<file path="config.mk">
export PLATFORM = sky130hd
export DESIGN_NAME = lkg_mac
export DESIGN_NICKNAME = d
export VERILOG_FILES = /design/src/rtl/core/lkg_pkg.sv /design/src/rtl/core/lkg_mac.sv
export SDC_FILE = /design/constraint.sdc
export NUM_CORES = 2
export LEC_CHECK = 0
export BUFFER_PORTS_ARGS = -buffer_cell sky130_fd_sc_hd__buf_2
export CELL_PAD_IN_SITES_DETAIL_PLACEMENT = 1
export CELL_PAD_IN_SITES_GLOBAL_PLACEMENT = 2
export CORE_UTILIZATION = 38
export CTS_CLUSTER_DIAMETER = 30
export CTS_CLUSTER_SIZE = 12
export DETAILED_ROUTE_END_ITERATION = 8
export GPL_ROUTABILITY_DRIVEN = 0
export GPL_TIMING_DRIVEN = 1
export PLACE_DENSITY_LB_ADDON = 0.1
export SYNTH_ARGS = -nofsm -noshare
export SYNTH_HDL_FRONTEND = slang
export SYNTH_SLANG_ARGS = --single-unit
</file>
<file path="constraint.sdc">
create_clock -name aclk -period 8.3 [get_ports aclk]
set_clock_uncertainty 0.15 [all_clocks]
set_input_delay 1.66 -clock aclk [delete_from_list [all_inputs] [get_ports aclk]]
set_output_delay 1.66 -clock aclk [all_outputs]
set_load 0.02 [all_outputs]
</file>
<file path="src/rtl/core/lkg_pkg.sv">
`timescale 1ns / 1ps

package lkg_pkg;

    // Input transaction: one IMU sample
    typedef struct packed {
        logic signed [15:0] accel_x;
        logic signed [15:0] accel_y;
        logic signed [15:0] accel_z;
        logic signed [15:0] gyro_x;
        logic signed [15:0] gyro_y;
        logic signed [15:0] gyro_z;
        logic signed [15:0] roll_angle;
        logic signed [15:0] pitch_angle;
        logic signed [15:0] yaw_angle;
    } in_item_t;

    // Result transaction: force estimate
    typedef struct packed {
        logic signed [31:0] force_x;
        logic signed [31:0] force_y;
        logic signed [31:0] force_z;
        logic               saturated;
    } out_item_t;

    // Configuration register indexes
    localparam logic [2:0] CFG_BODY_MASS   = 3'd0;
    localparam logic [2:0] CFG_SHANK_LEN   = 3'd1;
    localparam logic [2:0] CFG_THIGH_LEN   = 3'd2;
    localparam logic [2:0] CFG_SHANK_FRAC  = 3'd3;
    localparam logic [2:0] CFG_THIGH_FRAC  = 3'd4;
    localparam logic [2:0] CFG_PERIOD      = 3'd5;
    localparam logic [2:0] CFG_RATE        = 3'd6;

    // Shared multiplier geometry
    localparam int MUL_A_W = 34;
    localparam int MUL_B_W = 26;
    localparam int PROD_W  = MUL_A_W + MUL_B_W;
    localparam int ACC_W   = 64;

    localparam int TRIG_W  = 18;  // sin/cos in Q2.14 with headroom
    localparam int LEN_W   = 19;  // segment vectors, 1/65536 m

    // Arithmetic constants
    localparam int PHASE_SCALE  = 83443;
    localparam int DIV25_RECIP  = 21474837;  // ceil(2^29 / 25)
    localparam int DIV25_SHIFT  = 29;
    localparam int DIV25_BIAS   = 12;
    localparam int GRAVITY_Q16  = 642908;
    localparam int FRAC_SHANK   = 3736;
    localparam int FRAC_THIGH   = 9280;
    localparam int FRAC_HIP     = 19753;
    localparam int CORDIC_GAIN  = 652032874;
    localparam int CORDIC_STEPS = 16;

    localparam logic [31:0] ATAN_TURNS [CORDIC_STEPS] = '{
        32'd536870912, 32'd316933406, 32'd167458907, 32'd85004756,
        32'd42667331,  32'd21354465,  32'd10680094,  32'd5340245,
        32'd2670163,   32'd1335087,   32'd667544,    32'd333772,
        32'd166886,    32'd83443,     32'd41722,     32'd20861
    };

    typedef enum logic [2:0] {
        ST_IDLE,
        ST_MUL,
        ST_ACC,
        ST_WB,
        ST_TRIG,
        ST_COMMIT,
        ST_OUT
    } state_t;

    typedef enum logic [4:0] {
        WB_NONE,
        WB_PH_ROLL,
        WB_PH_YAW,
        WB_DIVPREP,
        WB_LS0,
        WB_LS2,
        WB_LT0,
        WB_LT2,
        WB_LSC0,
        WB_LSC2,
        WB_LTC0,
        WB_LTC2,
        WB_VI,
        WB_VS,
        WB_VK,
        WB_WT,
        WB_VT,
        WB_VH,
        WB_AS,
        WB_AT,
        WB_AH,
        WB_MS,
        WB_MT,
        WB_MH,
        WB_FORCE
    } wb_code_t;

    typedef struct packed {
        logic mul_en;
        logic acc_en;
        logic clr;
        logic sub;
    } mac_ctrl_t;

    function automatic logic [32:0] sat32(input logic signed [63:0] v);
        logic signed [63:0] hi;
        logic signed [63:0] lo;
        hi = 64'sh000000007FFFFFFF;
        lo = 64'shFFFFFFFF80000000;
        if (v > hi) begin
            return {1'b1, 32'h7FFFFFFF};
        end else if (v < lo) begin
            return {1'b1, 32'h80000000};
        end
        return {1'b0, v[31:0]};
    endfunction

endpackage

</file>
<file path="src/rtl/core/lkg_mac.sv">
`timescale 1ns / 1ps

module lkg_mac (
    input  logic                                   aclk,
    input  lkg_pkg::mac_ctrl_t                     ctrl,
    input  logic signed [lkg_pkg::MUL_A_W-1:0]     mul_a,
    input  logic signed [lkg_pkg::MUL_B_W-1:0]     mul_b,
    output logic signed [lkg_pkg::ACC_W-1:0]       acc
);

    logic signed [lkg_pkg::PROD_W-1:0] prod_reg;
    logic signed [lkg_pkg::ACC_W-1:0]  acc_reg;
    logic signed [lkg_pkg::ACC_W-1:0]  acc_next;
    logic signed [lkg_pkg::ACC_W-1:0]  prod_ext;

    always_comb begin
        prod_ext = lkg_pkg::ACC_W'(prod_reg);
        acc_next = (ctrl.clr ? '0 : acc_reg) + (ctrl.sub ? -prod_ext : prod_ext);
    end

    always_ff @(posedge aclk) begin
        if (ctrl.mul_en) begin
            prod_reg <= mul_a * mul_b;
        end
        if (ctrl.acc_en) begin
            acc_reg <= acc_next;
        end
    end

    assign acc = acc_reg;

endmodule

</file>
# == Word-level counts from Yosys, hierarchy flattened ==
# Cells that the tools add are included.
# totals
in_bits,65
output_inout_bits,64
register_bits,124
elab_cells,7
# op_classes
mux,2
n_addsub,2
mul,1
# op_table
cell,count
$mux 64,2
$add 64x64->64,1
$neg 64->64,1
$mul 34x26->60,1

# == Depth between registers and ports, before layout ==
# logic_depth
word_depth,3
depth_mapped,29

# == Least setup slack after synthesis ==
# OpenSTA, ideal clock, no wires.
# synth_timing
path_kind,input-to-reg
start,input mul_a[33] in the netlist's numbering
end,"register prod_reg[54] in the netlist's numbering, data pin"
setup_slack_ps,-573
arrival_ps,8464
path_stages,26
required_ps,7891
n_path_buf,2
path_cell_list,clkbuf_1 -> nand2_1 -> fa_1 -> inv_1 -> fa_1 -> inv_1 -> fa_1 -> inv_1 -> fa_1 -> fa_1 -> fa_1 -> inv_1 -> fa_1 -> inv_1 -> ha_1 -> clkbuf_1 -> a21o_1 -> a21o_1 -> a21o_1 -> a21o_1 -> a21oi_1 -> o21ai_0 -> a2111o_1 -> and3_1 -> o41a_1 -> xor2_1
# synth_via
elab_chain_len,1
# synth_rtl
element,line,text
from (decl),lkg_mac.sv:6,"input logic signed [lkg_pkg::MUL_A_W-1:0] mul_a,"
$mul 34x26->60,lkg_mac.sv:23,prod_reg <= mul_a * mul_b;
to (signal assigned),lkg_mac.sv:23,
to (decl),lkg_mac.sv:11,logic signed [lkg_pkg::PROD_W-1:0] prod_reg;
# Every way passes these cells.
# A chain may end at the register's enable or synchronous reset.

# == Final worst setup path ==
# layout_timing
start,input mul_b[5] in the netlist's numbering
end,"register prod_reg[59] in the netlist's numbering, data pin"
# layout_via
elab_chain_len,1
# layout_rtl
element,line,text
from (decl),lkg_mac.sv:7,"input logic signed [lkg_pkg::MUL_B_W-1:0] mul_b,"
$mul 34x26->60,lkg_mac.sv:23,
# Every way passes these cells.

==> impl_metrics.toml <==
[run_status]
status = "finished, violations left"
violations = "DRC"

[critical_path]
crit_path_max_fanout = 6
critPathKind = "input pin to flip-flop"
cp-end-kind = "flip-flop"
start_kind = "input pin"
worstPathArrival_ns = 8.31
required_ns = 8.34

[global_route]
grt_overflow_total = 0
grt_max_degree = 65
antenna_found_initial = 1
grt_pass1_vias = 33620
grt_pass1_wl_um = 193800
grt_usage = 0.2371

[clock_network]
clock_sinks = 124
cts_tree = "done"
hold_buffers = 0
cts_buffers = 17
insertion_delay_ns = 0.45
cts_htree_levels = 4
root_buffer = "clkbuf_16"
clockBufferDepth = 2
clk_pin_slew_ns = 0.06

[logic_synthesis]
avgSynthCellArea_um2 = 9.254
yosysWarnings = 0
synth_top_area_share = 0.4563
yosysMostFrequentCell = "inv_1"
synth.distinct_cells = 75
synth_area_um2 = 39620
synth_edf_count = 124
yosys_register_bits = 124
syn_inst = 4281
ys.flop_type = "edfxtp_1"
synth_fp_nets = 5475
yosys.area.top_type = "fa_1"
async_flop_share = 0
yosysSeqAreaShare = 0.09399
synthTopCellsByArea = "fa_1 46%, edfxtp_1 9.4%, inv_1 9.1%"
yosys-top-cells-count = "964 x inv_1, 903 x fa_1, 589 x nand2_1"

[route]
vias = 29820
drc = 1
routed_wl_um = 124600
ant_nets = 0
drt-pass1-iter-count = 7
drt_iter0_markers = 1305
viasPerCell = 4.896
post_drt_wl_per_cell_um = 20.46

[timing]
fin_ws_ns = 0.03388
min_period_ns = 8.266
final_hold_viol_count = 0
timing.final.crit_share = 0.9959
rsz0062_at_grt = "yes"
max_slew.worst_pin.slew_ns = 0.9628
max_freq_mhz = 121.0
whs_ns = 0.5119
setup_violations = 0
relSlewSlack = 0.3498
slew_violations = 0

[final_layout]
largest_reg_flops = 64
fill_cells = 11910
antenna_cells = 0
area_growth_pct = 17.88
nNetsFinal = 5891
drive_gt1_frac = 0.1611

[die]
core_area_um2 = 103500
fp.dieH_um = 324.9
rows = 118
die-area_um2 = 105600
start_util = 0.3828
die_x_um = 324.9
io_pins = 129

[run]
max-cap-violations = 0

[place]
dp_slack_ns = -0.8360
numPortBuffers = 128
dpl.hpwl_um = 105800

[hold_path]
hp-class = "flip-flop to flip-flop"
==> cells by family (layout without fill, tap and decap cells) <==
family	Yosys count	count (layout)	synth area share
AND/OR/NAND/NOR	1274	1274	0.1596
buffers and inverters	1155	1584	0.1095
adder cells (fa/ha/maj)	1129	1129	0.5277
AO/OA/AOI/OAI	416	416	0.06872
XOR/XNOR	182	182	0.04024
flip-flops	124	124	0.09399
multiplexers	1	1	0.0002527
==> stage by stage <==
| step | utilization | cells | setup TNS [ns] | area [um^2] |
|---|---|---|---|---|
| final | 0.4512 | 6090 | 0 | 46700 |
| after global routing | 0.4512 | 6090 | -0.2870 | 46700 |
| after CTS | 0.4433 | 6063 | -0.08112 | 45880 |
| after detailed placement | 0.4368 | 6031 | -17.33 | 45210 |
| after global placement | 0.4368 | 6031 | -13.47 | 45210 |
| after floorplan | - | 4281 | 0 | 40120 |
==> worst max-delay path, cell delays in order <==
cell	delay, ns
buf_8	0.13
clkbuf_16	0.18
buf_4	0.11
nand2_2	0.06
fa_1	0.55
inv_1	0.05
fa_1	0.49
inv_1	0.05
fa_1	0.46
fa_1	0.50
inv_1	0.05
fa_1	0.51
fa_1	0.51
inv_1	0.05
fa_1	0.52
inv_2	0.06
ha_4	0.23
a21oi_4	0.14
o2111ai_2	0.14
a21oi_1	0.17
buf_4	0.16
o221ai_4	0.10
a21oi_4	0.16
o21ai_2	0.09
a221oi_2	0.31
o211ai_1	0.18
or4_1	0.53
and4_1	0.16
==> metal layers <==
metal	part of all wire	GRT usage
met1	0.48	0.3482
met2	0.46	0.3796
met3	0.043	0.02573
met4	0.021	0.04573
met5	0	0
==> cell type report <==
class	count	area (um^2)	share of cell area
Timing Repair Buffer	587	4954	0.1061
Inverter	965	3625	0.07762
Tap cell	1380	1727	0.03697
Sequential cell	124	3724	0.07974
Clock inverter	14	147.6	0.003162
Clock buffer	18	429.2	0.009190
Multi-Input combinational cell	3002	32090	0.6872
==> what timing repair did <==
item / CTS / global route
gates cloned: 0 / 8
buffers inserted: 0 / 19
resized for setup: 34 / 131
setup endpoints to repair: 22 / 23
pin swaps: 2 / 76
==> path summary, 6_finish.rpt <==
check,depth (start not counted),slack [ns],to,startpoint
worst max-delay path,28,0.03,prod_reg[59],mul_b[5]
worst min-delay path,1,0.51,acc[0],prod_reg[0]
worst max register to register,15,2.21,acc[60],prod_reg[27]
worst min register to register,1,0.51,acc[0],prod_reg[0]
==> layout by cell type (no fill, tap or decap), types with 8 or more instances in the layout <==
master,Yosys,final
a211oi_1,14,12
a21o_1,57,57
a21oi_1,124,110
a21oi_2,2,11
a31oi_1,12,11
and2_1,381,375
buf_12,0,43
buf_2,2,93
buf_4,0,415
buf_6,0,17
clkbuf_16,0,25
edfxtp_1,124,124
fa_1,903,872
fa_2,0,31
ha_1,226,209
ha_4,0,16
inv_1,964,946
inv_2,1,18
nand2_1,589,576
nand2_2,0,12
nand2b_1,23,23
nand3_1,33,33
nand4_1,17,17
nor2_1,80,80
nor2b_1,78,78
nor3_1,14,13
nor4_1,9,8
o211ai_1,10,10
o21a_1,14,14
o21ai_0,74,67
o21ai_1,7,9
o21bai_1,18,18
o31ai_1,15,15
o41ai_1,16,15
xnor2_1,136,136
xor2_1,46,46
Power is left out: the tool's default activity adds up to more than one toggle a clock period on the data nets, which glitch-free logic cannot reach.
