`config.mk`:
```
export PLATFORM = sky130hd
export DESIGN_NAME = lkg_cordic
export DESIGN_NICKNAME = d
export VERILOG_FILES = /design/src/rtl/core/lkg_pkg.sv /design/src/rtl/core/lkg_cordic.sv
export SDC_FILE = /design/constraint.sdc
export NUM_CORES = 1
export LEC_CHECK = 0
export BUFFER_PORTS_ARGS = -buffer_cell sky130_fd_sc_hd__buf_2
export CORE_MARGIN = 5
export CORE_UTILIZATION = 39
export DETAILED_ROUTE_END_ITERATION = 16
export PLACE_DENSITY = 0.62
export SYNTH_ARGS = -nofsm -noshare
export SYNTH_HDL_FRONTEND = slang
export SYNTH_SLANG_ARGS = --single-unit
```
`constraint.sdc`:
```
create_clock -name aclk -period 9.4 [get_ports aclk]
set_input_delay 0.47 -clock aclk [delete_from_list [all_inputs] [get_ports aclk]]
set_output_delay 0.47 -clock aclk [all_outputs]
set_load 0.01 [all_outputs]
```
`src/rtl/core/lkg_pkg.sv`:
```
`timescale 1ns / 1ps

package lkg_pkg;

    // Input transaction: one IMU sample
    typedef struct packed {
        logic signed [15:0] accel_x;
        logic signed [15:0] accel_y;
        logic signed [15:0] accel_z;
        logic signed [15:0] gyro_x;
        logic signed [15:0] gyro_y;
        logic signed [15:0] gyro_z;
        logic signed [15:0] roll_angle;
        logic signed [15:0] pitch_angle;
        logic signed [15:0] yaw_angle;
    } in_item_t;

    // Result transaction: force estimate
    typedef struct packed {
        logic signed [31:0] force_x;
        logic signed [31:0] force_y;
        logic signed [31:0] force_z;
        logic               saturated;
    } out_item_t;

    // Configuration register indexes
    localparam logic [2:0] CFG_BODY_MASS   = 3'd0;
    localparam logic [2:0] CFG_SHANK_LEN   = 3'd1;
    localparam logic [2:0] CFG_THIGH_LEN   = 3'd2;
    localparam logic [2:0] CFG_SHANK_FRAC  = 3'd3;
    localparam logic [2:0] CFG_THIGH_FRAC  = 3'd4;
    localparam logic [2:0] CFG_PERIOD      = 3'd5;
    localparam logic [2:0] CFG_RATE        = 3'd6;

    // Shared multiplier geometry
    localparam int MUL_A_W = 34;
    localparam int MUL_B_W = 26;
    localparam int PROD_W  = MUL_A_W + MUL_B_W;
    localparam int ACC_W   = 64;

    localparam int TRIG_W  = 18;  // sin/cos in Q2.14 with headroom
    localparam int LEN_W   = 19;  // segment vectors, 1/65536 m

    // Arithmetic constants
    localparam int PHASE_SCALE  = 83443;
    localparam int DIV25_RECIP  = 21474837;  // ceil(2^29 / 25)
    localparam int DIV25_SHIFT  = 29;
    localparam int DIV25_BIAS   = 12;
    localparam int GRAVITY_Q16  = 642908;
    localparam int FRAC_SHANK   = 3736;
    localparam int FRAC_THIGH   = 9280;
    localparam int FRAC_HIP     = 19753;
    localparam int CORDIC_GAIN  = 652032874;
    localparam int CORDIC_STEPS = 16;

    localparam logic [31:0] ATAN_TURNS [CORDIC_STEPS] = '{
        32'd536870912, 32'd316933406, 32'd167458907, 32'd85004756,
        32'd42667331,  32'd21354465,  32'd10680094,  32'd5340245,
        32'd2670163,   32'd1335087,   32'd667544,    32'd333772,
        32'd166886,    32'd83443,     32'd41722,     32'd20861
    };

    typedef enum logic [2:0] {
        ST_IDLE,
        ST_MUL,
        ST_ACC,
        ST_WB,
        ST_TRIG,
        ST_COMMIT,
        ST_OUT
    } state_t;

    typedef enum logic [4:0] {
        WB_NONE,
        WB_PH_ROLL,
        WB_PH_YAW,
        WB_DIVPREP,
        WB_LS0,
        WB_LS2,
        WB_LT0,
        WB_LT2,
        WB_LSC0,
        WB_LSC2,
        WB_LTC0,
        WB_LTC2,
        WB_VI,
        WB_VS,
        WB_VK,
        WB_WT,
        WB_VT,
        WB_VH,
        WB_AS,
        WB_AT,
        WB_AH,
        WB_MS,
        WB_MT,
        WB_MH,
        WB_FORCE
    } wb_code_t;

    typedef struct packed {
        logic mul_en;
        logic acc_en;
        logic clr;
        logic sub;
    } mac_ctrl_t;

    function automatic logic [32:0] sat32(input logic signed [63:0] v);
        logic signed [63:0] hi;
        logic signed [63:0] lo;
        hi = 64'sh000000007FFFFFFF;
        lo = 64'shFFFFFFFF80000000;
        if (v > hi) begin
            return {1'b1, 32'h7FFFFFFF};
        end else if (v < lo) begin
            return {1'b1, 32'h80000000};
        end
        return {1'b0, v[31:0]};
    endfunction

endpackage

```
`src/rtl/core/lkg_cordic.sv`:
```
`timescale 1ns / 1ps

module lkg_cordic #(
    parameter int TRIG_TABLE_BITS = 10
) (
    input  logic                                 aclk,
    input  logic                                 aresetn,
    input  logic                                 start,
    input  logic [31:0]                          phase,
    output logic                                 done,
    output logic signed [lkg_pkg::TRIG_W-1:0]    sin_q,
    output logic signed [lkg_pkg::TRIG_W-1:0]    cos_q
);

    localparam int SH = 32 - TRIG_TABLE_BITS;
    localparam logic [31:0] HALF_STEP = 32'(1) << (SH - 1);

    logic               busy_reg;
    logic               done_reg;
    logic [3:0]         cnt_reg;
    logic               neg_reg;
    logic signed [32:0] x_reg;
    logic signed [32:0] y_reg;
    logic signed [33:0] z_reg;

    logic [31:0]        ph_round;
    logic [31:0]        ph_q;
    logic [31:0]        ph_half;
    logic [31:0]        ph_fold;
    logic signed [32:0] x_sh;
    logic signed [32:0] y_sh;
    logic signed [32:0] x_rnd;
    logic signed [32:0] y_rnd;

    always_comb begin
        // Quantize to the table grid, then fold the left half plane
        ph_round = phase + HALF_STEP;
        ph_q     = {ph_round[31:SH], SH'(0)};
        ph_half  = ph_q + 32'h40000000;
        ph_fold  = ph_half[31] ? (ph_q ^ 32'h80000000) : ph_q;
        x_sh     = x_reg >>> cnt_reg;
        y_sh     = y_reg >>> cnt_reg;
        x_rnd    = (x_reg + 33'sd32768) >>> 16;
        y_rnd    = (y_reg + 33'sd32768) >>> 16;
    end

    always_ff @(posedge aclk) begin
        if (!aresetn) begin
            busy_reg <= 1'b0;
            done_reg <= 1'b0;
            cnt_reg  <= '0;
        end else begin
            done_reg <= 1'b0;
            if (start) begin
                busy_reg <= 1'b1;
                cnt_reg  <= '0;
            end else if (busy_reg) begin
                if (cnt_reg == 4'(lkg_pkg::CORDIC_STEPS - 1)) begin
                    busy_reg <= 1'b0;
                    done_reg <= 1'b1;
                end else begin
                    cnt_reg <= cnt_reg + 4'd1;
                end
            end
        end
    end

    always_ff @(posedge aclk) begin
        if (start) begin
            neg_reg <= ph_half[31];
            x_reg   <= 33'(lkg_pkg::CORDIC_GAIN);
            y_reg   <= '0;
            z_reg   <= 34'($signed(ph_fold));
        end else if (busy_reg) begin
            if (!z_reg[33]) begin
                x_reg <= x_reg - y_sh;
                y_reg <= y_reg + x_sh;
                z_reg <= z_reg - 34'(lkg_pkg::ATAN_TURNS[cnt_reg]);
            end else begin
                x_reg <= x_reg + y_sh;
                y_reg <= y_reg - x_sh;
                z_reg <= z_reg + 34'(lkg_pkg::ATAN_TURNS[cnt_reg]);
            end
        end
    end

    assign done  = done_reg;
    assign sin_q = neg_reg ? -lkg_pkg::TRIG_W'(y_rnd) : lkg_pkg::TRIG_W'(y_rnd);
    assign cos_q = neg_reg ? -lkg_pkg::TRIG_W'(x_rnd) : lkg_pkg::TRIG_W'(x_rnd);

endmodule

```
-- Word level (Yosys, flattened, before mapping)
Memories as Yosys holds them, arrays and structs flattened.
Cells that the tools add are included.
W data, S select, Z words.
- word-level logic and storage cells: 48
- output and inout port bits: 37
- input port bits: 35
- register bits after elaboration: 107
- ROM bits: 512
- memories: 1
- shift operators: 2
- reductions and logical operators: 4
- mux-type cells: 14
- add/sub/neg operators: 13
- magnitude comparators: 1
- bitwise operators: 5
- equal/unequal tests: 1
- memories (name ; depth ; bits a word ; read ports ; clocked after memory_dff ; write ports ; RTL line ; source):
    (name not given) ; 16 ; 32 ; 1 ; 0 ; 0 ; lkg_cordic.sv:82 ; z_reg <= z_reg + 34'(lkg_pkg::ATAN_TURNS[cnt_reg]);
- operators by type and width (operator ; count):
    $mux W34 ; 3
    $mux W32 ; 3
    $add A33 B17 Y33 const B ; 2
    $add A33 B33 Y33 ; 2
    $mux W33 ; 2
    $sshr A33 B4 Y33 ; 2
    $sub A33 B33 Y33 ; 2
    $mux W18 ; 2
    $neg A17 Y18 ; 2
    $add A34 B32 Y34 ; 1
    $sub A34 B32 Y34 ; 1
    $add A32 B22 Y32 const B ; 1
    $add A32 B31 Y32 const B ; 1
    $ge A5 B5 Y1 const B ; 1
    $not A4 Y5 ; 1
    $add A4 B1 Y4 const B ; 1
    $eq A4 B4 Y1 const B ; 1
    $mux W1 ; 4
    $not A1 Y1 ; 4
    $reduce_or A3 Y1 ; 1
    $reduce_and A2 Y1 ; 1
    $reduce_bool A2 Y1 ; 1
    $reduce_or A2 Y1 ; 1

-- Longest topological paths before layout
Gate-level depths: netlist of run 1.
- word-level depth: 8
- mapped depth: 28
- depth with buffers taken out: 23

-- Worst setup path before layout of run 1
No wires, ideal clock.
- path type: register -> register
- start point: register cnt_reg[0]
- end point: register z_reg[32] (data pin)
- slack: 3285 ps
- library setup time: 267 ps
- data arrival time: 5848 ps
- cell stages (with the launch flop): 27
- path buffers: 4
- required time: 9133 ps
- cells stage by stage: dfxtp_1 buf_2 inv_2 buf_1 buf_2 buf_2 ha_1 nor2b_1 o21ai_0 a21boi_1 ha_1 and3_1 inv_1 nor3_1 a31oi_2 xor2_1 ha_1 a21o_1 a21o_1 a21oi_1 o211ai_1 a2111oi_0 o21ai_0 a21bo_2 a31oi_1 xor2_1 o21ai_0
- longest elaborated chain between the ends: 8
- elaborated cells on any way between the ends: 9
- classes of those cells: add/sub (2); mux (5); bitwise (1); memory (1)
- RTL lines (item ; RTL line ; source):
    start, declared ; lkg_cordic.sv:20 ; logic [3:0] cnt_reg;
    start signal, assigned ; lkg_cordic.sv:62 ; cnt_reg <= cnt_reg + 4'd1;
    $not A4 Y5 (implied by the code) (*) ; lkg_cordic.sv:78, lkg_cordic.sv:82 ;
    $mem_v2 Z16 W32 (*) ; -- ;
    $mux W32 (implied by the code) (*) (2 in series) ; lkg_cordic.sv:82 ;
    $sub A34 B32 Y34 or $add A34 B32 Y34 (tied branches) ; lkg_cordic.sv:78, lkg_cordic.sv:82 ;
    $mux W34 (*) ; lkg_cordic.sv:75 ; if (!z_reg[33]) begin
    $mux W34 (*) ; lkg_cordic.sv:74 ; end else if (busy_reg) begin
    $mux W34 (*) ; lkg_cordic.sv:69 ; if (start) begin
    end signal, assigned ; lkg_cordic.sv:73 ; z_reg <= 34'($signed(ph_fold));
    end signal, assigned ; lkg_cordic.sv:78 ; z_reg <= z_reg - 34'(lkg_pkg::ATAN_TURNS[cnt_reg]);
    end signal, assigned ; lkg_cordic.sv:82 ;
    end, declared ; lkg_cordic.sv:24 ; logic signed [33:0] z_reg;
Mark *: on every way between the ends. The rest lies on a longest branch, timed or not. The select of a mux whose other input is x is not followed.
A chain may end at the register's enable or synchronous reset.

-- Worst setup path in the final report of run 1
- start point: register cnt_reg[1]
- end point: register x_reg[32]
- longest elaborated chain between the ends: 3
- elaborated cells on any way between the ends: 4
- classes of those cells: add/sub (2); shift (1); mux (1)
- RTL lines (item ; RTL line ; source):
    $sshr A33 B4 Y33 (*) ; lkg_cordic.sv:42 ; y_sh = y_reg >>> cnt_reg;
    $sub A33 B33 Y33 or $add A33 B33 Y33 (tied branches) ; lkg_cordic.sv:76, lkg_cordic.sv:80 ;
    $mux W33 (*) ; lkg_cordic.sv:75 ;
    end signal, assigned ; lkg_cordic.sv:71 ; x_reg <= 33'(lkg_pkg::CORDIC_GAIN);
    end signal, assigned ; lkg_cordic.sv:76 ; x_reg <= x_reg - y_sh;
    end signal, assigned ; lkg_cordic.sv:80 ; x_reg <= x_reg + y_sh;
    end, declared ; lkg_cordic.sv:22 ; logic signed [32:0] x_reg;
Mark *: on every way between the ends. The rest lies on a longest branch, timed or not.

==> results_dict.tcl, run 1 <==
set metrics [dict create \
    initial_core_util 0.395 \
    vdd_drop_max_mv 0.140 \
    ys_types 104 \
    dieArea_um2 46700 \
    min_path_type "in -> reg" \
    required_ns 9.67 \
    synth_area_um2 16600 \
    synth_enable_flop_cells 35 \
    drv_cap 0 \
    rows 75 \
    tritoncts "done" \
    ant_nets 0 \
    syn_nets 2245 \
    synth_seq_area_share 0.151 \
    end_kind "flip-flop" \
    syn_to_final_growth_pct 4.04 \
    startpoint_type "flip-flop" \
    power_per_cell_area_nw_per_um2 379 \
    drc_errors 0 \
    synthArstFlopShare 0 \
    largest_reg_flops 34 \
    place_ws_ns 2.56 \
    portBuffers 50 \
    avgSynthCellArea_um2 7.91 \
    slew_viol_final 0 \
    post-route-min-period_ns 6.92 \
    layout_setup_ws_ns 2.48 \
    cts_htree_levels 3 \
    rsz0062_at_grt "false" \
    grt_max_degree 80 \
    drive_gt1_frac 0.102 \
    finalSetupViolCount 0 \
    first_iter_violations 1458 \
    clk_latency_ns 0.38 \
    tightest_slew_ns 0.867 \
    grt-ovfl-total 0 \
    num_io_pins 72 \
    vias 15400 \
    cts-buffers-inserted 9 \
    grt_pass1_vias 14300 \
    worstPathArrival_ns 7.19 \
    clock_path_buffers 2 \
    cts_root_buf "clkbuf_16" \
    gp_congestion 0.910 \
    viasPerCell 5.98 \
    synth_ff_type "dfxtp_1" \
    crit_fanout 64 \
    numClockSinks 107 \
    synthCells 2093 \
    status "completed" \
    grt_pass1_wl_mm 76.8 \
    clock.fmax_mhz 144 \
    final.setup.tns_ns 0 \
    hpwl_mm 36.4 \
    synth_seq_cells 107 \
    yosysWarnings 0 \
    synth.area.top_cells "dfxtp_1, ha_1, xnor2_1" \
    synth_area_leader_cell "dfxtp_1" \
    wl_per_cell_um 18.8 \
    leakagePower_nw 6.96 \
    cts_resized 0 \
    fin_skew_ns 0.00775 \
    critical_path_class "reg -> reg" \
    antenna_found_initial 0 \
    synth_top_cell_area_share 0.0871 \
    core-area_um2 41900 \
    dieWidth_um 216 \
    finalHoldViolCount 0 \
    postRouteWirelength_mm 48.4 \
    period_share 0.736 \
    n_antenna_cell 0 \
    fin_nets 2186 \
    timing.slew.headroom 0.422 \
    clk_pin_slew_ns 0.08 \
    die_h_um 216 \
    dr.pass1.iters 5 \
    cts_setup_buffers 0 \
    grt_usage 0.199 \
    cts_hold_buf 0 \
]
==> final timing paths <==
check	startpoint	endpoint	slack (ns)	depth (start not counted)
max	cnt_reg[1]$_SDFFE_PP0P_	x_reg[32]$_SDFFE_PP0P_	2.48	19
min reg2reg	y_reg[0]$_SDFFE_PP0P_	y_reg[0]$_SDFFE_PP0P_	0.51	2
max reg2reg	cnt_reg[1]$_SDFFE_PP0P_	x_reg[32]$_SDFFE_PP0P_	2.48	19
min	aresetn	busy_reg$_SDFF_PN0_	0.36	2
==> cell usage after synthesis, types with 25 or more instances <==
cell type	number
dfxtp_1	72
mux2i_1	99
nand2b_1	26
xnor2_1	140
clkbuf_1	84
mux2_2	29
inv_1	51
o21ai_0	116
xor2_1	108
and3_1	25
a21oi_1	166
nor2_1	206
mux4_2	46
a31oi_1	45
nor2b_1	37
nand4_1	25
nor3_1	36
nand2_1	165
o21a_1	31
nand3_1	55
edfxtp_1	35
a21o_1	47
ha_1	114
==> cells in the final DEF, fill, tap and decap left out, types with 55 or more instances in the layout <==
cell       n
nand3_1   55
xor2_1   108
nand2_1  165
dfxtp_1   67
a21oi_1  166
xnor2_1  140
mux2i_1   99
o21ai_0  116
nor2_1   206
ha_1     114
==> kinds of logic (layout without fill, tap and decap cells) <==
family                   after synthesis  in the layout  synth area share
AND/OR/NAND/NOR                      664            664             0.198
AO/OA/AOI/OAI                        583            583             0.225
XOR/XNOR                             249            249             0.132
buffers and inverters                191            137            0.0528
multiplexers                         182            182             0.152
adder cells (fa/ha/maj)              117            117            0.0898
flip-flops                           107            107             0.151
==> worst max-delay path, cell delays in order (launching register included) <==
cell and delay (ns):
dfxtp_4 0.73, buf_4 0.78, mux4_1 0.67, mux2_4 0.29, or4b_1 0.54, o32a_2 0.27, nand2b_1 0.26, and2_1 0.24
xnor2_1 0.12, ha_1 0.38, a21o_1 0.21, a21o_1 0.20, o311ai_0 0.46, o211ai_1 0.31, a21oi_1 0.33, o211ai_1 0.15
nor2_1 0.16, nand4_1 0.14, a21oi_2 0.16, mux2_1 0.33
==> metrics by stage <==
| stage | hold slack [ns] | total power [mW] | instances | utilization | area [µm²] |
|---|---|---|---|---|---|
| 2_1_floorplan | 0.466 | 4.97 | 2093 | - | 16600 |
| 3_3_place_gp | 0.484 | 5.99 | 2562 | 0.404 | 16900 |
| 3_5_place_dp | 0.494 | 6.05 | 2562 | 0.404 | 16900 |
| 4_1_cts | 0.339 | 6.48 | 2578 | 0.411 | 17200 |
| 5_1_grt | 0.343 | 7.14 | 2578 | 0.411 | 17200 |
| 6_report | 0.356 | 6.52 | 2578 | 0.411 | 17200 |
==> where the power goes <==
part	internal [mW]	switching, mW
Combinational	2.26	2.79
Clock	0.185	0.208
Sequential	0.682	0.398
==> routing by layer <==
layer,GRT usage,routed length [µm],up-vias
li1,-,-,7560
met1,0.287,22900,7322
met2,0.312,21200,470
met3,0.0273,3140,57
met4,0.0528,1180,0
met5,0,0,-
==> layout make-up <==
class	count	area [µm²]
clock buffers	11	233
clock inverters	5	42.5
fillers	4204	24700
inverters	55	206
multi-input cells	1795	13200
flip-flops and latches	107	2510
well taps	539	674
repair buffers	66	373
Power figures use the tool's default switching activity.
==> run 2, diff against run 1 <==
==> constraint.sdc (replaced) <==
create_clock -name aclk -period 7.21 [get_ports aclk]
set_input_delay 0.3605 -clock aclk [delete_from_list [all_inputs] [get_ports aclk]]
set_output_delay 0.3605 -clock aclk [all_outputs]
set_load 0.01 [all_outputs]
==> run 2 against run 1 <==
Cell area is 0.86% higher. Power is 31% higher. Routed wire length is 0.45% higher. Die area stayed put. Critical path type unchanged. Worst setup slack worse by 1.8 ns. Critical path depth is 2 higher. Register-to-register slack worse by 1.8 ns. Via count is 1.1% higher. Global-route usage is 0.17 points higher. Clock-buffer cell count is 2 lower. Clock power is 28% higher. Largest cell class unchanged. First-iteration DRC count is 17% lower.
==> results_dict.tcl, run 2 (synthesis gave the netlist of run 1 again) <==
set metrics [dict create \
    fin_nets 2205 \
    grt_pass1_vias 14400 \
    place_ws_ns 0.807 \
    tightest_slew_ns 0.921 \
    slowest_stage "dfxtp_4" \
    timing.slew.headroom 0.381 \
    hpwl_mm 37.2 \
    hp-start "aresetn" \
    mostFrequentLayoutCells "nor2_1, a21oi_1, nand2_1, xnor2_1, o21ai_0" \
    portBuffers 50 \
    critical_path_class "reg -> reg" \
    finalNonFillerCells 2597 \
    clk_latency_ns 0.41 \
    rows 75 \
    grt-ovfl-total 0 \
    end_kind "flip-flop" \
    status "completed" \
    viasPerCell 6.00 \
    n_antenna_cell 0 \
    dr.pass1.iters 6 \
    dieWidth_um 216 \
    grt_max_degree 76 \
    first_iter_violations 1213 \
    clock.fmax_mhz 154 \
    finalHoldViolCount 0 \
    wl_per_cell_um 18.7 \
    cts_setup_buffers 0 \
    vdd_drop_max_mv 0.176 \
    core-area_um2 41900 \
    clk_pin_slew_ns 0.08 \
    required_ns 7.50 \
    hold_end "busy_reg$_SDFF_PN0_" \
    post-route-min-period_ns 6.50 \
    fin_skew_ns 0.0166 \
    crit_top_cell "mux2i_1" \
    crit_fanout 47 \
    holdPathStages 2 \
    largest_reg_flops 34 \
    place_inst 2581 \
    grt_pass1_wl_mm 77.0 \
    syn_to_final_growth_pct 4.94 \
    die_h_um 216 \
    cts-buffers-inserted 9 \
    min_path_type "in -> reg" \
    reg2reg_to "y_reg[32]$_SDFFE_PP0P_" \
    final.setup.tns_ns 0 \
    drv_cap 0 \
    cts_resized 0 \
    leakagePower_nw 7.05 \
    reg2reg_slack_ns 0.71 \
    cp.buffers_inverters 1 \
    worstPathArrival_ns 6.79 \
    drc_errors 0 \
    ant_nets 0 \
    gp_congestion 0.923 \
    layout_setup_ws_ns 0.709 \
    finalSetupViolCount 0 \
    r2r_cells 21 \
    vias 15600 \
    cts_hold_buf 0 \
    tritoncts "done" \
    dieArea_um2 46700 \
    cts_htree_levels 3 \
    reg2reg_from "cnt_reg[1]$_SDFFE_PP0P_" \
    crit_family "compound AO/OA/AOI/OAI gates" \
    numClockSinks 107 \
    slew_viol_final 0 \
    startpoint_type "flip-flop" \
    postRouteWirelength_mm 48.6 \
    initial_core_util 0.395 \
    fillerInstances 4230 \
    period_share 0.902 \
    drive_gt1_frac 0.110 \
    grt_usage 0.200 \
    cts_root_buf "clkbuf_16" \
    clock_path_buffers 2 \
    num_io_pins 72 \
    antenna_found_initial 1 \
    power_per_cell_area_nw_per_um2 492 \
    rsz0062_at_grt "false" \
    mostFrequentLayoutCell "nor2_1" \
    path_cells "mux4_2 > mux2i_1 > mux2i_1 > inv_1 > ha_1 > o2111ai_1 > a22oi_2 > nand4_1 > nor2b_1 > a21oi_1 > xor2_1 > ha_1 > and3_1 > a311oi_1 > nand3_1 > a221oi_1 > a21oi_1 > and3_1 > or3_1 > mux2i_1 > mux2_1" \
    crit_path_max_incr_delay_ns 0.76 \
]
run 2: worst max path at each step:
stage	cells after the start	to	from
2_1_floorplan	26	z_reg[32]$_DFFE_PP_	cnt_reg[0]$_SDFFE_PP0P_
3_3_place_gp	19	x_reg[32]$_SDFFE_PP0P_	cnt_reg[1]$_SDFFE_PP0P_
3_5_place_dp	19	x_reg[32]$_SDFFE_PP0P_	cnt_reg[1]$_SDFFE_PP0P_
4_1_cts	19	x_reg[32]$_SDFFE_PP0P_	cnt_reg[1]$_SDFFE_PP0P_
5_1_grt	21	z_reg[32]$_DFFE_PP_	cnt_reg[1]$_SDFFE_PP0P_
6_report	21	y_reg[32]$_SDFFE_PP0P_	cnt_reg[1]$_SDFFE_PP0P_
run 2: final cells by class:
type | count | area, µm² | area share
Timing Repair Buffer | 85 | 515 | 0.0297
Tap cell | 539 | 674 | 0.0388
Sequential cell | 107 | 2510 | 0.144
Inverter | 55 | 206 | 0.0119
Clock inverter | 7 | 55.1 | 0.00317
Clock buffer | 9 | 225 | 0.0130
Multi-Input combinational cell | 1795 | 13200 | 0.759
run 2: routing by layer:
metal  up-vias  track usage  wire [µm]
met5         -            0          0
met4         0       0.0562        911
met3        52       0.0287       3200
met2       471        0.317      21700
met1      7469        0.286      22800
li1       7581            -          -
run 2: metrics by stage:
stage	hold WS, ns	total power [mW]	util	area (µm²)
after floorplan	0.466	6.48	-	16600
after global placement	0.485	7.82	0.407	17100
after detailed placement	0.491	7.93	0.407	17100
after CTS	0.191	8.49	0.414	17400
after global routing	0.217	9.35	0.414	17400
final	0.215	8.54	0.414	17400
run 2: worst register-to-register path: stages, from the launching register on:
cell       delay, ns
dfxtp_4         0.76
mux4_2          0.63
mux2i_1         0.22
mux2i_1         0.19
inv_1           0.09
ha_1            0.19
o2111ai_1       0.16
a22oi_2         0.32
nand4_1         0.15
nor2b_1         0.35
a21oi_1         0.14
xor2_1          0.21
ha_1            0.39
and3_1          0.24
a311oi_1        0.39
nand3_1         0.24
a221oi_1        0.42
a21oi_1         0.22
and3_1          0.25
or3_1           0.34
mux2i_1         0.17
mux2_1          0.33
run 2: power breakdown:
group	internal, mW	switching (mW)
Sequential	0.890	0.484
Combinational	2.97	3.69
Clock	0.239	0.265
Total	4.10	4.44
==> run 3, diff against run 2 <==
--- a/config.mk
+++ b/config.mk
@@ -5,11 +5,12 @@
 export SDC_FILE = /design/constraint.sdc
 export NUM_CORES = 1
 export LEC_CHECK = 0
-export BUFFER_PORTS_ARGS = -buffer_cell sky130_fd_sc_hd__buf_2
 export CORE_MARGIN = 5
 export CORE_UTILIZATION = 39
 export DETAILED_ROUTE_END_ITERATION = 16
-export PLACE_DENSITY = 0.62
+export DONT_BUFFER_PORTS = 1
+export PLACE_DENSITY = 0.6
+export RECOVER_POWER = 100
 export SYNTH_ARGS = -nofsm -noshare
 export SYNTH_HDL_FRONTEND = slang
 export SYNTH_SLANG_ARGS = --single-unit
==> run 3 against run 2 <==
Clock power up 4%. Flip-flop and latch count unchanged. Sequential power about the same. Global-route usage up 0.39 points. Die area unchanged. Clock-buffer cell count unchanged. Via count down 1.6%. Register-to-register slack worse by 0.11 ns. Cell area down 1.6%. Critical path depth up 1. Combinational power down 2%. Largest cell class unchanged. The run now ends with capacitance limit, slew limit left.
==> results_dict.tcl, run 3 (synthesis gave the netlist of run 1 again) <==
set metrics [dict create \
    grt_pass1_vias 14200 \
    clock_path_buffers 2 \
    rsz0062_at_grt "false" \
    final.setup.tns_ns 0 \
    grt_max_degree 108 \
    tritoncts "done" \
    portBuffers 0 \
    critical_path_class "reg -> reg" \
    crit_path_max_incr_delay_ns 0.67 \
    die_h_um 216 \
    vdd_drop_max_mv 0.177 \
    first_iter_violations 1310 \
    clk_latency_ns 0.39 \
    dr.pass1.iters 6 \
    startpoint_type "flip-flop" \
    viasPerCell 6.03 \
    dieWidth_um 216 \
    hpwl_mm 37.4 \
    clk_pin_slew_ns 0.09 \
    largest_reg_flops 34 \
    initial_core_util 0.395 \
    timing.slew.headroom -0.407 \
    wl_per_cell_um 19.4 \
    antenna_found_initial 0 \
    postRouteWirelength_mm 49.4 \
    cts_setup_buffers 0 \
    stdcell_area_um2 17100 \
    finalPower_mw 8.39 \
    violations "capacitance limit, slew limit" \
    cts_root_buf "clkbuf_16" \
    rows 75 \
    grt_usage 0.204 \
    slowest_stage "dfxtp_2" \
    clock.fmax_mhz 151 \
    min_path_type "in -> reg" \
    holdPathStages 1 \
    n_antenna_cell 0 \
    ant_nets 0 \
    cts_resized 0 \
    tightest_slew_ns 2.11 \
    path_cells "inv_2 > ha_1 > nor2b_1 > o21ai_0 > a21boi_1 > ha_1 > and3_1 > inv_1 > nor3_1 > a31oi_2 > xor2_1 > ha_1 > a21o_1 > a21o_1 > a21oi_1 > o211ai_1 > a2111oi_0 > o21ai_0 > a21bo_2 > a31oi_1 > xor2_1 > o21ai_0" \
    fin_nets 2151 \
    syn_to_final_growth_pct 3.21 \
    grt_pass1_wl_mm 78.4 \
    end_kind "flip-flop" \
    mostFrequentLayoutCells "nor2_1, a21oi_1, nand2_1, xnor2_1, o21ai_0" \
    cts-buffers-inserted 9 \
    cts_htree_levels 3 \
    drc_errors 0 \
    fin_skew_ns 0.0142 \
    power_per_cell_area_nw_per_um2 491 \
    core-area_um2 41900 \
    gp_congestion 0.911 \
    r2r_cells 22 \
    leakagePower_nw 6.82 \
    required_ns 7.36 \
    grt-ovfl-total 0 \
    worstPathArrival_ns 6.76 \
    mostFrequentLayoutCell "nor2_1" \
    vias 15300 \
    finalHoldViolCount 0 \
    finalSetupViolCount 0 \
    crit_fanout 24 \
    num_io_pins 72 \
    cts_hold_buf 0 \
    drive_gt1_frac 0.0818 \
    slew_viol_final 92 \
    period_share 0.917 \
    post-route-min-period_ns 6.61 \
    dieArea_um2 46700 \
    placed_area_um2 16800 \
    drv_cap 3 \
    status "finished, violations left" \
    numClockSinks 107 \
]
run 3: cell types whose count changed in the layout (fill, tap and decap cells not counted), moves of 2 or more:
cell      delta
mux2_1       +2
clkbuf_1     +5
and2_1       -4
buf_4       -11
buf_2       -49
and2_0       +4
mux2_2       -2
run 3: layer usage:
metal	track usage	routed length, µm	vias up
li1	-	-	7483
met2	0.322	22000	422
met3	0.0270	2900	54
met4	0.0481	922	0
met5	0	0	-
met1	0.297	23600	7366
run 3: cell type report:
cell class              count  area, µm²
well taps                 539        674
fillers                  4234      24900
inverters                  55        206
clock buffers               9        225
flip-flops and latches    107       2510
repair buffers             31        226
multi-input cells        1795      13200
clock inverters             7       70.1
run 3: through the flow:
stage | util | setup WS [ns] | cells | hold WS, ns
3_3_place_gp | 0.401 | 0.793 | 2527 | 0.462
2_1_floorplan | - | 1.10 | 2093 | 0.466
6_report | 0.407 | 0.598 | 2543 | 0.0335
5_1_grt | 0.407 | 0.0632 | 2543 | 0.0199
4_1_cts | 0.408 | 0.649 | 2543 | 0.0396
3_5_place_dp | 0.401 | 0.666 | 2527 | 0.463
run 3: report_power, final:
part	total [mW]	internal (mW)	switching [mW]
Combinational	6.51	2.85	3.66
Clock	0.523	0.245	0.277
Sequential	1.36	0.890	0.474
run 3: path summary, 6_finish.rpt:
kind                                                to  slack [ns]                    start
worst min register to register   y_reg[0]$_SDFFE_PP0P_        0.53    y_reg[0]$_SDFFE_PP0P_
worst max register to register     z_reg[32]$_DFFE_PP_        0.60  cnt_reg[0]$_SDFFE_PP0P_
worst min-delay path            y_reg[21]$_SDFFE_PP0P_        0.03                    start
worst max-delay path               z_reg[32]$_DFFE_PP_        0.60  cnt_reg[0]$_SDFFE_PP0P_
run 3: worst max-delay path: cells and delay by family, from the launching register on:
| kind | cells | cell delay, ns |
|---|---|---|
| AO/OA/AOI/OAI | 12 | 3.28 |
| XOR/XNOR | 2 | 0.45 |
| adder cells (fa/ha/maj) | 3 | 0.96 |
| buffers and inverters | 2 | 0.22 |
| flip-flops | 1 | 0.67 |
| AND/OR/NAND/NOR | 3 | 0.80 |
